[src/rtl/ils_pkg.sv]
// ----------------------------------------------------------------------------
// ils_pkg: shared types and constants of the indexed list store
// Element geometry, operation and status codes, sequencer states and the
// packed words carried on the input and result channels.
// ----------------------------------------------------------------------------
package ils_pkg;

  // Storage geometry.
  localparam int DEPTH = 1024;
  localparam int WIDTH = 32;
  localparam int AW    = $clog2(DEPTH);
  localparam int CW    = $clog2(DEPTH + 1);

  // Field widths of the channel items.
  localparam int MODE_W = 3;
  localparam int POS_W  = 10;
  localparam int VAL_W  = 32;
  localparam int RDV_W  = 32;
  localparam int CNT_W  = 11;
  localparam int CHG_W  = 64;

  localparam int IN_USED_W    = MODE_W + POS_W + VAL_W;
  localparam int IN_TDATA_W   = ((IN_USED_W + 7) / 8) * 8;
  localparam int OUT_USED_W   = 2 + RDV_W + CNT_W + CHG_W;
  localparam int OUT_TDATA_W  = ((OUT_USED_W + 7) / 8) * 8;

  // Operation codes; code seven means nothing and fails as out of range.
  typedef enum logic [MODE_W-1:0] {
    MODE_PUSH   = 3'd0,
    MODE_POP    = 3'd1,
    MODE_INSERT = 3'd2,
    MODE_REMOVE = 3'd3,
    MODE_GET    = 3'd4,
    MODE_SET    = 3'd5,
    MODE_CLEAR  = 3'd6
  } mode_t;

  typedef enum logic [1:0] {
    ST_OK     = 2'd0,
    ST_LOCKED = 2'd1,
    ST_RANGE  = 2'd2,
    ST_FULL   = 2'd3
  } status_t;

  typedef enum logic [2:0] {
    S_IDLE,
    S_READ,
    S_REM_HEAD,
    S_REM_SHIFT,
    S_INS_SHIFT,
    S_INS_PUT,
    S_DONE
  } state_t;

  // One write port and one read port of the element memory.
  typedef struct packed {
    logic             we;
    logic [AW-1:0]    waddr;
    logic [WIDTH-1:0] wdata;
    logic             re;
    logic [AW-1:0]    raddr;
  } mem_req_t;

  // Result of one item, handed from the sequencer to the output stage.
  typedef struct packed {
    status_t          status;
    logic [RDV_W-1:0] read_value;
    logic [CNT_W-1:0] entry_count;
    logic [CHG_W-1:0] change_number;
  } result_t;

  // Input item as packed on in_tdata, lowest field last.
  typedef struct packed {
    logic [IN_TDATA_W-IN_USED_W-1:0] pad;
    logic [VAL_W-1:0]                value;
    logic [POS_W-1:0]                position;
    logic [MODE_W-1:0]               mode;
  } in_word_t;

  // Result item as packed on out_tdata, lowest field last.
  typedef struct packed {
    logic [OUT_TDATA_W-OUT_USED_W-1:0] pad;
    logic [CHG_W-1:0]                  change_number;
    logic [CNT_W-1:0]                  entry_count;
    logic [RDV_W-1:0]                  read_value;
    status_t                           status;
  } out_word_t;

endpackage

[src/rtl/ils_ctrl.sv]
// ----------------------------------------------------------------------------
// ils_ctrl: operation sequencer of the indexed list store
// Decodes one item, checks lock, range and fullness, drives the element
// memory (including the shift loops of insert and remove) and keeps the
// count, the change counter and the lock register.
// ----------------------------------------------------------------------------
module ils_ctrl (
  input  logic                    clk,
  input  logic                    rst_n,
  input  logic                    in_valid,
  output logic                    in_ready,
  input  logic [ils_pkg::MODE_W-1:0] in_mode,
  input  logic [ils_pkg::POS_W-1:0]  in_pos,
  input  logic [ils_pkg::VAL_W-1:0]  in_val,
  input  logic                    cfg_we,
  input  logic                    cfg_wdata,
  output ils_pkg::mem_req_t       mem_req,
  input  logic [ils_pkg::WIDTH-1:0] mem_rdata,
  output logic                    res_valid,
  output ils_pkg::result_t        res,
  input  logic                    res_ready
);

  import ils_pkg::*;

  state_t           state_r, state_nxt;
  logic [CW-1:0]    count_r, count_nxt;
  logic [CHG_W-1:0] mcnt_r, mcnt_nxt;
  logic             lock_r;
  logic [CW-1:0]    idx_r, idx_nxt;
  logic [CW-1:0]    pos_r, pos_nxt;
  logic [WIDTH-1:0] val_r, val_nxt;
  logic [WIDTH-1:0] rdval_r, rdval_nxt;
  status_t          status_r, status_nxt;

  logic [CW-1:0]    pos_c;
  logic [WIDTH-1:0] val_c;
  mode_t            mode_c;
  logic [CW-1:0]    cnt_inc, cnt_dec;
  logic [CW-1:0]    idx_inc, idx_inc2, idx_dec, idx_dec2;
  logic [CHG_W-1:0] mcnt_inc;
  logic             full_c;

  assign pos_c    = CW'(in_pos);
  assign val_c    = in_val[WIDTH-1:0];
  assign mode_c   = mode_t'(in_mode);
  assign cnt_inc  = count_r + CW'(1);
  assign cnt_dec  = count_r - CW'(1);
  assign idx_inc  = idx_r + CW'(1);
  assign idx_inc2 = idx_r + CW'(2);
  assign idx_dec  = idx_r - CW'(1);
  assign idx_dec2 = idx_r - CW'(2);
  assign mcnt_inc = mcnt_r + CHG_W'(1);
  assign full_c   = (count_r >= CW'(DEPTH));

  // Control state.
  always_ff @(posedge clk) begin
    if (!rst_n) begin
      state_r <= S_IDLE;
      count_r <= '0;
      mcnt_r  <= CHG_W'(1);
      lock_r  <= 1'b0;
    end else begin
      state_r <= state_nxt;
      count_r <= count_nxt;
      mcnt_r  <= mcnt_nxt;
      if (cfg_we) begin
        lock_r <= cfg_wdata;
      end
    end
  end

  // Working registers of the item in flight.
  always_ff @(posedge clk) begin
    idx_r    <= idx_nxt;
    pos_r    <= pos_nxt;
    val_r    <= val_nxt;
    rdval_r  <= rdval_nxt;
    status_r <= status_nxt;
  end

  // Next state, memory accesses and result.
  always_comb begin
    state_nxt  = state_r;
    count_nxt  = count_r;
    mcnt_nxt   = mcnt_r;
    idx_nxt    = idx_r;
    pos_nxt    = pos_r;
    val_nxt    = val_r;
    rdval_nxt  = rdval_r;
    status_nxt = status_r;
    mem_req    = '0;
    in_ready   = 1'b0;
    res_valid  = 1'b0;

    unique case (state_r)
      S_IDLE: begin
        in_ready = 1'b1;
        if (in_valid) begin
          pos_nxt    = pos_c;
          val_nxt    = val_c;
          idx_nxt    = pos_c;
          rdval_nxt  = '0;
          status_nxt = ST_OK;
          state_nxt  = S_DONE;
          unique case (mode_c)
            MODE_PUSH: begin
              if (lock_r) begin
                status_nxt = ST_LOCKED;
              end else if (full_c) begin
                status_nxt = ST_FULL;
              end else begin
                mem_req.we    = 1'b1;
                mem_req.waddr = count_r[AW-1:0];
                mem_req.wdata = val_c;
                count_nxt     = cnt_inc;
                mcnt_nxt      = mcnt_inc;
              end
            end
            MODE_POP: begin
              if (lock_r) begin
                status_nxt = ST_LOCKED;
              end else if (count_r == '0) begin
                status_nxt = ST_RANGE;
              end else begin
                mem_req.re    = 1'b1;
                mem_req.raddr = cnt_dec[AW-1:0];
                count_nxt     = cnt_dec;
                mcnt_nxt      = mcnt_inc;
                state_nxt     = S_READ;
              end
            end
            MODE_INSERT: begin
              if (lock_r) begin
                status_nxt = ST_LOCKED;
              end else if (pos_c > count_r) begin
                status_nxt = ST_RANGE;
              end else if (full_c) begin
                status_nxt = ST_FULL;
              end else if (pos_c == count_r) begin
                // Insert at the end needs no shift.
                mem_req.we    = 1'b1;
                mem_req.waddr = pos_c[AW-1:0];
                mem_req.wdata = val_c;
                count_nxt     = cnt_inc;
                mcnt_nxt      = mcnt_inc;
              end else begin
                // Move entries up from the top, one a cycle.
                mem_req.re    = 1'b1;
                mem_req.raddr = cnt_dec[AW-1:0];
                idx_nxt       = count_r;
                state_nxt     = S_INS_SHIFT;
              end
            end
            MODE_REMOVE: begin
              if (lock_r) begin
                status_nxt = ST_LOCKED;
              end else if (pos_c >= count_r) begin
                status_nxt = ST_RANGE;
              end else begin
                mem_req.re    = 1'b1;
                mem_req.raddr = pos_c[AW-1:0];
                state_nxt     = S_REM_HEAD;
              end
            end
            MODE_GET: begin
              if (pos_c >= count_r) begin
                status_nxt = ST_RANGE;
              end else begin
                mem_req.re    = 1'b1;
                mem_req.raddr = pos_c[AW-1:0];
                state_nxt     = S_READ;
              end
            end
            MODE_SET: begin
              if (lock_r) begin
                status_nxt = ST_LOCKED;
              end else if (pos_c >= count_r) begin
                status_nxt = ST_RANGE;
              end else begin
                mem_req.we    = 1'b1;
                mem_req.waddr = pos_c[AW-1:0];
                mem_req.wdata = val_c;
                mcnt_nxt      = mcnt_inc;
              end
            end
            MODE_CLEAR: begin
              if (lock_r) begin
                status_nxt = ST_LOCKED;
              end else begin
                count_nxt = '0;
                mcnt_nxt  = mcnt_inc;
              end
            end
            default: begin
              status_nxt = ST_RANGE;
            end
          endcase
        end
      end

      // Read data of a pop or get arrives.
      S_READ: begin
        rdval_nxt = mem_rdata;
        state_nxt = S_DONE;
      end

      // Removed element arrives; start moving the tail down.
      S_REM_HEAD: begin
        rdval_nxt = mem_rdata;
        if (idx_inc < count_r) begin
          mem_req.re    = 1'b1;
          mem_req.raddr = idx_inc[AW-1:0];
          state_nxt     = S_REM_SHIFT;
        end else begin
          count_nxt = cnt_dec;
          mcnt_nxt  = mcnt_inc;
          state_nxt = S_DONE;
        end
      end

      // Entry above idx arrives and is written at idx.
      S_REM_SHIFT: begin
        mem_req.we    = 1'b1;
        mem_req.waddr = idx_r[AW-1:0];
        mem_req.wdata = mem_rdata;
        idx_nxt       = idx_inc;
        if (idx_inc2 < count_r) begin
          mem_req.re    = 1'b1;
          mem_req.raddr = idx_inc2[AW-1:0];
        end else begin
          count_nxt = cnt_dec;
          mcnt_nxt  = mcnt_inc;
          state_nxt = S_DONE;
        end
      end

      // Entry below idx arrives and is written at idx.
      S_INS_SHIFT: begin
        mem_req.we    = 1'b1;
        mem_req.waddr = idx_r[AW-1:0];
        mem_req.wdata = mem_rdata;
        idx_nxt       = idx_dec;
        if (idx_dec > pos_r) begin
          mem_req.re    = 1'b1;
          mem_req.raddr = idx_dec2[AW-1:0];
        end else begin
          state_nxt = S_INS_PUT;
        end
      end

      // The gap is open; place the new element.
      S_INS_PUT: begin
        mem_req.we    = 1'b1;
        mem_req.waddr = pos_r[AW-1:0];
        mem_req.wdata = val_r;
        count_nxt     = cnt_inc;
        mcnt_nxt      = mcnt_inc;
        state_nxt     = S_DONE;
      end

      // Hand the result to the output stage.
      S_DONE: begin
        res_valid = 1'b1;
        if (res_ready) begin
          state_nxt = S_IDLE;
        end
      end

      default: begin
        state_nxt = S_IDLE;
      end
    endcase
  end

  assign res.status        = status_r;
  assign res.read_value    = RDV_W'(rdval_r);
  assign res.entry_count   = CNT_W'(count_r);
  assign res.change_number = mcnt_r;

endmodule

[config.mk]
export PLATFORM = sky130hd
export DESIGN_NAME = ils_ctrl
export DESIGN_NICKNAME = d
export VERILOG_FILES = /design/src/rtl/ils_pkg.sv /design/src/rtl/ils_ctrl.sv
export SDC_FILE = /design/constraint.sdc
export NUM_CORES = 1
export LEC_CHECK = 0
export BUFFER_PORTS_ARGS = -buffer_cell sky130_fd_sc_hd__clkbuf_2
export CORE_UTILIZATION = 40
export CTS_CLUSTER_DIAMETER = 120
export DETAILED_ROUTE_END_ITERATION = 7
export GPL_TIMING_DRIVEN = 0
export PLACE_DENSITY_LB_ADDON = 0.08
export SLEW_MARGIN = 20
export SYNTH_ARGS = -nofsm -noshare
export SYNTH_HDL_FRONTEND = slang
export SYNTH_SLANG_ARGS = --single-unit
[constraint.sdc]
create_clock -name clk -period 5.5 [get_ports clk]
set_input_delay 0.55 -clock clk [delete_from_list [all_inputs] [get_ports clk]]
set_output_delay 0.55 -clock clk [all_outputs]
set_load 0.03 [all_outputs]
Word-level counts from Yosys, hierarchy flattened
Cells that the tools add are included.

Bits in writable memories: 0. Output and inout port bits: 165. Register bits: 166. Memory bits (read-only): 0. Bits of input ports: 83. Memories kept: 0. Latch bits: 0. Logic and storage cells: 157.

Div/mod/pow operators: 0. $add $sub $neg: 7. Multipliers: 0. Reductions and logical operators: 16. Shift operators: 0. $lt $le $gt $ge: 6. Equal/unequal tests: 31. Bitwise logic cells: 0. Muxes and demuxes: 88.

Operators by type and width (count): two-way mux 64 bit (14); case mux 64 bit (5 select lines) (1); two-way mux 11 bit (26); case mux 43 bit (3 select lines) (2); case mux 64 bit (4 select lines) (1); two-way mux 54 bit (4); two-way mux 43 bit (5); case mux 11 bit (4 select lines) (4); adder 64 x 1 -> 64 bit, second input constant (1); case mux 32 bit (2 select lines) (1); != test 3 bit, second input constant (11); case mux 11 bit (3 select lines) (1); two-way mux 32 bit (1); two-way mux 3 bit (10); two-way mux 2 bit (12); adder 11 x 1 -> 11 bit, second input constant (2); < comparator 11 bit (2); subtractor 11 x 1 -> 11 bit, second input constant (2); == test 3 bit, second input constant (6); case mux 3 bit (6 select lines) (1); AND reduction 16 bit (1); AND reduction 14 bit (1); == test 3 x 2 -> 1 bit, second input constant (4); case mux 2 bit (6 select lines) (1); other kinds (21) (34).

Logic depth before layout (Yosys ltp)
Gate-level depths: netlist (run 1).

Depth in word-level cells: 8. Gate-level depth with buffers: 16.

Least setup slack after synthesis (run 1)
OpenSTA, ideal clock, no wires.

Path type: reg2out. Start: register state_r[0]. End: output port mem_req[3] in the netlist's numbering. Stages on the path, launching flop included: 8. Path buffers: 0. Setup slack: 1061 ps. Arrival time: 3889 ps. Required time: 4950 ps. Cells stage by stage: dfxtp_1 -> nor3_1 -> nand2_1 -> inv_1 -> o21ai_0 -> nor3_1 -> a222oi_1 -> o21ai_0.

RTL lines: start: declaration (RTL line ils_ctrl.sv:26) `state_t state_r, state_nxt;`; start signal: assignment (RTL line ils_ctrl.sv:64) `state_r <= state_nxt;`; end: declaration (RTL line ils_ctrl.sv:17) `output ils_pkg::mem_req_t mem_req,`.

==> results.sh, run 1 <==
export IMPL_power_density_nw_per_um2=546
export IMPL_min_period_ps=5290
export IMPL_criticalPathCategory="reg2out"
export IMPL_num_rows=59
export IMPL_post_route_drc_count=1
export IMPL_violations="design-rule violations"
export IMPL_synthCells=1207
export IMPL_viasPerCell=5.95
export IMPL_overflow=0
export IMPL_cap_violations=0
export IMPL_area_growth_pct=22.3
export IMPL_drive_gt1_frac=0.214
export IMPL_syn_area_per_cell_um2=8.80
export IMPL_cts_tree="done"
export IMPL_post_cts_setup_buffer_count=0
export IMPL_cpMostUsedCell="and3_1"
export IMPL_r2r_slack_ps=600
export IMPL_vdd_drop_max_mv=0.272
export IMPL_drtAntennaViolNets=0
export IMPL_yosysWarnings=0
export IMPL_ys_types=73
export IMPL_io_pins=248
export IMPL_synth_edf_count=87
export IMPL_fin_setup_tns_ps=0
export IMPL_antenna_cells=0
export IMPL_io_buffers=246
export IMPL_min_path_type="in2reg"
export IMPL_worstRegToRegCells=16
export IMPL_track_usage=0.273
export IMPL_start_util=0.408
export IMPL_mappedNetlistArea_um2=10600
export IMPL_wl_mm=37.7
export IMPL_numCtsBuffers=17
export IMPL_synthFlopType="edfxtp_1"
export IMPL_hold_path_startpoint="in_val[21]"
export IMPL_critPathCaptureType="output pin"
export IMPL_outcome="finished, violations left"
export IMPL_hold_depth=1
export IMPL_coreArea_um2=26100
export IMPL_clk_pin_slew_worst_paths_ps=80
export IMPL_max_freq_ghz=0.189
export IMPL_die_area_um2=27200
export IMPL_relSlewSlack=0.444
export IMPL_cts_sinks=166
export IMPL_drt_initial_drc_count=964
export IMPL_ys_ff_latch=166
export IMPL_hpwl_mm=28.2
export IMPL_finalSetupViolations=0
export IMPL_die_w_um=165
export IMPL_grt_max_degree=28
export IMPL_crit_path_start_kind="flip-flop"
export IMPL_r2r_end="mcnt_r[49]$_SDFFE_PN0P_"
export IMPL_finalHoldViolations=0
export IMPL_dp_cells=1792
export IMPL_fin_cells=1823
export IMPL_nets=1607
export IMPL_worstMarginPinSlew_ps=832
export IMPL_worstPathCellList="ha_1 > and3_1 > and3_1 > and3_1 > xor2_1 > ha_1 > a211oi_1 > o211ai_1 > a21oi_1 > o21ai_1 > clkbuf_1 > nor2_1 > o32ai_1 > nand4_1 > clkbuf_2"
export IMPL_fp_dieH_um=165
export IMPL_ys_seq_area_frac=0.395
export IMPL_worstPathRequired_ps=4950
export IMPL_syn_nets=1339
export IMPL_crit_path_max_fanout=10
export IMPL_rsz0062_at_grt="false"
export IMPL_critPathMaxStageDelay_ps=600
export IMPL_vias=10800
export IMPL_cts_htree_levels=4
export IMPL_gp_congestion=0.900
export IMPL_cp_arrival_ps=4740
export IMPL_cp_slowest_cell="clkbuf_1"
export IMPL_grt_pass1_vias=10100
export IMPL_fin_crit_sh=0.961
export IMPL_async_flop_share=0
export IMPL_antenna_found_initial=0
export IMPL_cts_buffer_depth=2
export IMPL_wire_per_inst_um=20.7
export IMPL_drv_slew=0
export IMPL_holdPathEnd="val_r[21]$_DFFE_PP_"
export IMPL_drtPass1Iterations=8
export IMPL_grt_pass1_wl_mm=56.9
export IMPL_clkLatencyLatePin_ps=440
export IMPL_clock_root_buffer="clkbuf_16"
export IMPL_r2r_start="idx_r[2]$_DFFE_PP_"
export IMPL_p_leak_nw=5.21
export IMPL_skew_ps=25.1
[stage by stage]
stage                     power, mW  hold slack (ps)  setup WS (ps)  utilization  instance area (um^2)
after CTS                      7.07              294            111        0.498                 13000
after global placement         5.72              485           70.8        0.471                 12300
after floorplan                4.51              603           1060            -                 10600
after global routing           7.52              297           61.1        0.499                 13000
final                          7.09              292            212        0.499                 13000
after detailed placement       5.77              492            365        0.474                 12400
[area by class of cell]
type | instances | area (um^2)
Fill cell | 2607 | 13100
Multi-Input combinational cell | 912 | 5980
Sequential cell | 166 | 4190
Timing Repair Buffer | 250 | 1280
Clock buffer | 18 | 429
Tap cell | 335 | 419
Buffer | 82 | 332
Clock inverter | 14 | 193
Inverter | 46 | 173
[where the power goes]
| part | total [mW] | internal [mW] | switching [mW] | leakage, nW |
|---|---|---|---|---|
| Sequential | 1.82 | 1.68 | 0.138 | 1.49 |
| Clock | 1.30 | 0.730 | 0.570 | 0.298 |
| Combinational | 3.98 | 1.19 | 2.79 | 3.43 |
[worst max-delay path by stage]
stage | to | from | slack [ps]
floorplan | mem_req[3] | state_r[0]$_SDFFE_PN0P_ | 1060
global placement | mem_req[7] | state_r[0]$_SDFFE_PN0P_ | 70
detailed placement | mem_req[1] | idx_r[1]$_DFFE_PP_ | 370
CTS | mem_req[10] | idx_r[1]$_DFFE_PP_ | 110
global route | mem_req[5] | idx_r[2]$_DFFE_PP_ | 60
finish | mem_req[4] | idx_r[2]$_DFFE_PP_ | 210
[per-layer routing]
layer  wire (um)  track usage
met1       15800        0.354
met4         741       0.0863
met2       18300        0.451
met5           0            0
met3        2920       0.0565
[cells in the final DEF (no fill, tap or decap), types with 18 or more instances in the layout]
master / instances
edfxtp_1: 87
clkbuf_1: 66
inv_1: 41
nor2_1: 58
nand2_1: 123
dfxtp_1: 79
nand3_1: 44
xnor2_1: 21
a21o_1: 38
a22o_1: 33
o21ai_0: 48
nor3_1: 21
nand4_1: 30
or4_1: 49
ha_1: 49
or3_1: 18
clkbuf_2: 250
and2_1: 38
a21oi_1: 109
o31ai_1: 50
[sequential cells by signal (all words and copies together) (netlist names)]
| register | cells |
|---|---|
| mcnt_r | 64 |
| rdval_r | 32 |
| val_r | 32 |
| count_r | 11 |
| idx_r | 11 |
| pos_r | 10 |
| state_r | 3 |
| status_r | 2 |
| lock_r | 1 |
[synthesized netlist by cell type, types with 17 or more instances]
| master | number | share of area |
|---|---|---|
| a21o_1 | 38 | 0.027 |
| a21oi_1 | 110 | 0.052 |
| a22o_1 | 33 | 0.027 |
| and2_1 | 38 | 0.022 |
| clkbuf_1 | 70 | 0.025 |
| dfxtp_1 | 79 | 0.15 |
| edfxtp_1 | 87 | 0.25 |
| ha_1 | 49 | 0.058 |
| inv_1 | 42 | 0.015 |
| nand2_1 | 123 | 0.043 |
| nand3_1 | 44 | 0.021 |
| nand4_1 | 30 | 0.018 |
| nor2_1 | 58 | 0.020 |
| nor3_1 | 24 | 0.011 |
| o21ai_0 | 48 | 0.023 |
| o31ai_1 | 50 | 0.035 |
| or3_1 | 18 | 0.011 |
| or4_1 | 49 | 0.035 |
| xnor2_1 | 21 | 0.017 |
| xor2_1 | 17 | 0.014 |
[cells by family (layout without fill, tap and decap cells)]
group / Yosys count / after routing / share of synthesized area
flops: 166 / 166 / 0.395
buf+inv: 129 / 410 / 0.0473
compound gates: 376 / 376 / 0.240
xor+xnor: 38 / 38 / 0.0313
fa+ha+maj: 49 / 49 / 0.0577
simple gates: 446 / 446 / 0.226
mux: 3 / 3 / 0.00283
[repair_timing]
action / in CTS / in global routing
endpoints found under the setup margin: 24 / 37
hold buffers: 0 / 0
resized for setup: 3 / 9
[critical path: cells and delay by family (launching register included)]
family                     cells  cell delay (ps)
and+or+nand+nor                5             1180
AOI/OAI and AO/OA              5             1120
buffers and inverters          2              820
adders and majority gates      2              540
DFF                            1              390
xor gates and xnor gates       1              210
No activity file was read; power rests on OpenSTA's default activity.
==> inputs of run 2 (changes only) <==
--- a/config.mk
+++ b/config.mk
@@ -6,7 +6,8 @@
 export NUM_CORES = 1
 export LEC_CHECK = 0
 export BUFFER_PORTS_ARGS = -buffer_cell sky130_fd_sc_hd__clkbuf_2
-export CORE_UTILIZATION = 40
+export CORE_ASPECT_RATIO = 1.75
+export CORE_UTILIZATION = 55
 export CTS_CLUSTER_DIAMETER = 120
 export DETAILED_ROUTE_END_ITERATION = 7
 export GPL_TIMING_DRIVEN = 0
==> constraint.sdc (replaced) <==
create_clock -name clk -period 6.35 [get_ports clk]
set_input_delay 0.635 -clock clk [delete_from_list [all_inputs] [get_ports clk]]
set_output_delay 0.635 -clock clk [all_outputs]
set_load 0.03 [all_outputs]
==> results.sh, run 2 (synthesized netlist as in run 1, its figures left out) <==
export IMPL_top_register="mcnt_r"
export IMPL_nets=1608
export IMPL_power_density_nw_per_um2=478
export IMPL_die_area_um2=19900
export IMPL_hpwl_mm=28.6
export IMPL_finalSetupViolations=0
export IMPL_drv_slew=0
export IMPL_cts_hold_buf=0
export IMPL_cts_resized=0
export IMPL_r2r_end="mcnt_r[54]$_SDFFE_PN0P_"
export IMPL_seqCellArea_um2=4190
export IMPL_p_leak_nw=5.19
export IMPL_wl_mm=37.5
export IMPL_num_rows=66
export IMPL_cts_sinks=166
export IMPL_hold_depth=1
export IMPL_clkLatencyLatePin_ps=450
export IMPL_cts_htree_levels=4
export IMPL_fin_crit_sh=0.946
export IMPL_vdd_drop_max_mv=0.254
export IMPL_antenna_found_initial=0
export IMPL_setup_worst_path_start="idx_r[5]$_DFFE_PP_"
export IMPL_overflow=0
export IMPL_fillers=1639
export IMPL_numCtsBuffers=17
export IMPL_cp_arrival_ps=5370
export IMPL_drtAntennaViolNets=0
export IMPL_clk_pin_slew_worst_paths_ps=70
export IMPL_multiInputGateArea_um2=5970
export IMPL_fp_dieH_um=186
export IMPL_power_share_switching=0.498
export IMPL_fin_area_um2=12800
export IMPL_clock_power_share=0.179
export IMPL_p_comb_frac=0.561
export IMPL_post_place_ws_ps=1040
export IMPL_final_common_cell="clkbuf_2"
export IMPL_dp_cells=1695
export IMPL_utilization=0.685
export IMPL_coreArea_um2=18700
export IMPL_cts_buffer_depth=2
export IMPL_min_period_ps=6010
export IMPL_largest_reg_flops=64
export IMPL_relSlewSlack=0.278
export IMPL_io_pins=248
export IMPL_min_path_type="in2reg"
export IMPL_hold_path_startpoint="in_val[21]"
export IMPL_track_usage=0.376
export IMPL_max_freq_ghz=0.166
export IMPL_fin_setup_tns_ps=0
export IMPL_cts_tree="done"
export IMPL_drt_initial_drc_count=935
export IMPL_finalHoldViolations=0
export IMPL_placed_area_um2=12200
export IMPL_skew_ps=11.3
export IMPL_worstPathRequired_ps=5710
export IMPL_fin_cells=1727
export IMPL_post_route_drc_count=0
export IMPL_crit_path_start_kind="flip-flop"
export IMPL_gp_congestion=0.979
export IMPL_wire_per_inst_um=21.7
export IMPL_critPathCaptureType="output pin"
export IMPL_crit_path_max_fanout=10
export IMPL_outcome="completed"
export IMPL_switching_power_mw=3.06
export IMPL_start_util=0.567
export IMPL_rsz0062_at_grt="false"
export IMPL_grt_pass1_wl_mm=57.1
export IMPL_reg_top3="mcnt_r: 64 flops, rdval_r: 32 flops, val_r: 32 flops"
export IMPL_layout_common_cells="246 x clkbuf_2, 123 x nand2_1, 109 x a21oi_1, 87 x edfxtp_1, 79 x dfxtp_1"
export IMPL_viasPerCell=6.44
export IMPL_holdPathEnd="val_r[21]$_DFFE_PP_"
export IMPL_antenna_cells=0
export IMPL_vias=11100
export IMPL_criticalPathCategory="reg2out"
export IMPL_cap_violations=0
export IMPL_drtPass1Iterations=6
export IMPL_r2r_slack_ps=850
export IMPL_grt_max_degree=30
export IMPL_area_growth_pct=20.9
export IMPL_power_internal_mw=3.08
export IMPL_worstMarginPinSlew_ps=1070
export IMPL_grt_pass1_vias=10900
export IMPL_post_cts_setup_buffer_count=0
export IMPL_finalWorstSetupSlack_ps=342
export IMPL_worstRegToRegCells=15
export IMPL_drive_gt1_frac=0.211
export IMPL_clock_root_buffer="clkbuf_16"
export IMPL_r2r_start="idx_r[5]$_DFFE_PP_"
export IMPL_io_buffers=246
export IMPL_seqPwrFrac=0.260
export IMPL_die_w_um=107
[run 2: worst max path at each step]
| stage | end | depth (start not counted) | slack (ps) |
|---|---|---|---|
| 3_5_place_dp | mem_req[4] | 16 | 1040 |
| 5_1_grt | mem_req[4] | 15 | 190 |
| 3_3_place_gp | mem_req[3] | 8 | 950 |
| 6_report | mem_req[3] | 15 | 340 |
| 2_1_floorplan | mem_req[3] | 7 | 1830 |
| 4_1_cts | mem_req[4] | 16 | 550 |
[run 2: power by group through the flow]
stage                     sequential [mW]  clock, mW  combinational, mW
after floorplan                      1.84          0               2.06
after global placement               1.62          0               3.30
after detailed placement             1.61          0               3.39
after CTS                            1.59       1.10               3.40
after global routing                 1.62       1.14               3.71
final                                1.60       1.10               3.44
[run 2: metrics by stage]
| stage | power, mW | hold WS, ps |
|---|---|---|
| finish | 6.14 | 380 |
| global route | 6.47 | 368 |
| CTS | 6.09 | 370 |
| detailed placement | 5.00 | 493 |
| global placement | 4.92 | 480 |
| floorplan | 3.91 | 603 |
[run 2: critical path, stage by stage, from the launching register on]
cell and delay, ps:
edfxtp_1 390, clkbuf_1 450, nand3_1 350, or2_2 460, nor2_1 130, xor2_1 270, ha_1 310, a211oi_1 480
o211ai_1 170, a21oi_1 360, o21ai_1 310, clkbuf_1 390, o21ai_0 250, nor2_1 60, o21ai_0 270, clkbuf_2 270
[run 2: cell type report]
class / instances / area share
Inverter: 46 / 0.0134
Tap cell: 238 / 0.0232
Sequential cell: 166 / 0.326
Multi-Input combinational cell: 912 / 0.465
Timing Repair Buffer: 250 / 0.0998
Clock inverter: 14 / 0.0128
Clock buffer: 18 / 0.0342
Buffer: 83 / 0.0257
[run 2: routing by layer]
layer,vias up,track usage,share of wire
met5,-,0,0
met4,0,0.274,0.066
met3,155,0.0683,0.068
met2,546,0.660,0.52
met1,5268,0.401,0.34
li1,5161,-,-
==> inputs of run 3 (changes only) <==
--- a/config.mk
+++ b/config.mk
@@ -7,10 +7,11 @@
 export LEC_CHECK = 0
 export BUFFER_PORTS_ARGS = -buffer_cell sky130_fd_sc_hd__clkbuf_2
 export CORE_ASPECT_RATIO = 1.75
-export CORE_UTILIZATION = 55
+export CORE_UTILIZATION = 46
 export CTS_CLUSTER_DIAMETER = 120
 export DETAILED_ROUTE_END_ITERATION = 7
 export GPL_TIMING_DRIVEN = 0
+export MAX_ROUTING_LAYER = met4
 export PLACE_DENSITY_LB_ADDON = 0.08
 export SLEW_MARGIN = 20
 export SYNTH_ARGS = -nofsm -noshare
==> constraint.sdc (replaced) <==
create_clock -name clk -period 6.35 [get_ports clk]
set_input_delay 1.27 -clock clk [delete_from_list [all_inputs] [get_ports clk]]
set_output_delay 1.27 -clock clk [all_outputs]
set_load 0.03 [all_outputs]
==> results.sh, run 3 (synthesized netlist as in run 1, its figures left out) <==
export IMPL_outcome="finished, violations left"
export IMPL_violations="design-rule violations"
export IMPL_drtAntennaViolNets=0
export IMPL_fin_crit_sh=0.988
export IMPL_start_util=0.469
export IMPL_die_w_um=117
export IMPL_cap_violations=0
export IMPL_path_buf_inv=4
export IMPL_reg_top3="mcnt_r: 64 flops, rdval_r: 32 flops, val_r: 32 flops"
export IMPL_fin_cells=1790
export IMPL_final_common_cell="clkbuf_2"
export IMPL_drive_gt1_frac=0.212
export IMPL_nets=1608
export IMPL_track_usage=0.343
export IMPL_critPathCaptureType="output pin"
export IMPL_post_cts_setup_buffer_count=0
export IMPL_clock_root_buffer="clkbuf_16"
export IMPL_layout_common_cells="248 x clkbuf_2, 123 x nand2_1, 109 x a21oi_1, 87 x edfxtp_1, 79 x dfxtp_1"
export IMPL_fp_dieH_um=203
export IMPL_worstRegToRegCells=15
export IMPL_drt_initial_drc_count=1001
export IMPL_clk_pin_slew_worst_paths_ps=70
export IMPL_max_freq_ghz=0.159
export IMPL_cp_arrival_ps=5010
export IMPL_vdd_drop_max_mv=0.252
export IMPL_dp_cells=1757
export IMPL_criticalPathCategory="reg2out"
export IMPL_worstMarginPinSlew_ps=967
export IMPL_area_growth_pct=21.6
export IMPL_drtPass1Iterations=8
export IMPL_fillers=2237
export IMPL_skew_ps=9.60
export IMPL_worstPathCellList="clkbuf_1 > inv_1 > ha_1 > a21boi_1 > nand2_1 > xnor2_1 > ha_1 > a21o_1 > a21oi_1 > nand2_1 > o21ai_0 > clkbuf_1 > a2111oi_0 > o32ai_1 > nand4_1 > clkbuf_2"
export IMPL_io_pins=248
export IMPL_grt_max_degree=30
export IMPL_clkLatencyLatePin_ps=450
export IMPL_antenna_found_initial=1
export IMPL_hpwl_mm=30.2
export IMPL_min_period_ps=6280
export IMPL_numCtsBuffers=17
export IMPL_wl_mm=39.2
export IMPL_cts_buffer_depth=2
export IMPL_crit_path_start_kind="flip-flop"
export IMPL_critPathMaxStageDelay_ps=530
export IMPL_rsz0062_at_grt="true"
export IMPL_largest_reg_flops=64
export IMPL_grt_pass1_vias=10700
export IMPL_cp_depth=16
export IMPL_finalHoldViolations=0
export IMPL_worstPathRequired_ps=5080
export IMPL_drv_slew=0
export IMPL_vias=11100
export IMPL_hold_depth=2
export IMPL_critPathTopFamily="compound AO/OA/AOI/OAI gates"
export IMPL_die_area_um2=23700
export IMPL_min_path_type="reg2reg"
export IMPL_power_density_nw_per_um2=474
export IMPL_coreArea_um2=22700
export IMPL_post_route_drc_count=10
export IMPL_cts_sinks=166
export IMPL_crit_path_max_fanout=10
export IMPL_hold_ws_ps=490
export IMPL_relSlewSlack=0.355
export IMPL_grt_pass1_wl_mm=59.5
export IMPL_fin_setup_tns_ps=0
export IMPL_gp_congestion=0.983
export IMPL_seqCellArea_um2=4190
export IMPL_wire_per_inst_um=21.9
export IMPL_cts_tree="done"
export IMPL_p_leak_nw=5.19
export IMPL_top_register="mcnt_r"
export IMPL_overflow=0
export IMPL_cts_htree_levels=4
export IMPL_cp_slowest_cell="clkbuf_1"
export IMPL_num_rows=73
export IMPL_io_buffers=246
export IMPL_multiInputGateArea_um2=5970
export IMPL_viasPerCell=6.21
export IMPL_finalSetupViolations=0
==> run 3: tightest hold or removal path: stages (launching register included) <==
cell	delay (ps)
dfxtp_1	330
o31ai_1	60
a21oi_1	50
==> run 3: through the flow <==
stage	power, mW	setup slack, ps	area [um^2]	utilization
6_report	6.12	73.6	12900	0.570
5_1_grt	6.45	-30.1	12900	0.570
4_1_cts	6.08	45.2	12900	0.570
3_5_place_dp	5.03	298	12300	0.544
3_3_place_gp	4.97	-383	12200	0.540
2_1_floorplan	3.91	1190	10600	-
==> run 3: repair_timing <==
action	4_1_cts	5_1_grt
hold buffers	0	0
setup endpoints to repair	3	40
resized for setup	2	3
==> run 3: worst paths after layout <==
kind | to | from | slack, ps
setup reg to reg | mcnt_r[56]$_SDFFE_PN0P_ | idx_r[4]$_DFFE_PP_ | 1300
hold / removal | mcnt_r[63]$_SDFFE_PN0P_ | mcnt_r[63]$_SDFFE_PN0P_ | 490
setup / recovery | mem_req[4] | idx_r[1]$_DFFE_PP_ | 70
hold reg to reg | mcnt_r[63]$_SDFFE_PN0P_ | mcnt_r[63]$_SDFFE_PN0P_ | 490
==> run 3: per-layer routing <==
metal	routed length, um	global-route usage
met1	13900	0.355
met2	20600	0.592
met3	2180	0.0546
met4	2450	0.219
met5	0	-
==> run 3: final cells by class <==
class	instances	share of cell area
Antenna cell	1	0.000194
Multi-Input combinational cell	912	0.462
Buffer	83	0.0258
Timing Repair Buffer	250	0.0996
Sequential cell	166	0.325
Inverter	46	0.0134
Tap cell	300	0.0291
Clock buffer	20	0.0362
Clock inverter	12	0.00891
==> run 3: report_power, final <==
group	leakage (nW)	internal, mW	total, mW	switching, mW
Clock	0.286	0.580	1.05	0.471
Combinational	3.42	1.03	3.48	2.45
Sequential	1.49	1.46	1.59	0.132
Total	5.19	3.07	6.12	3.05
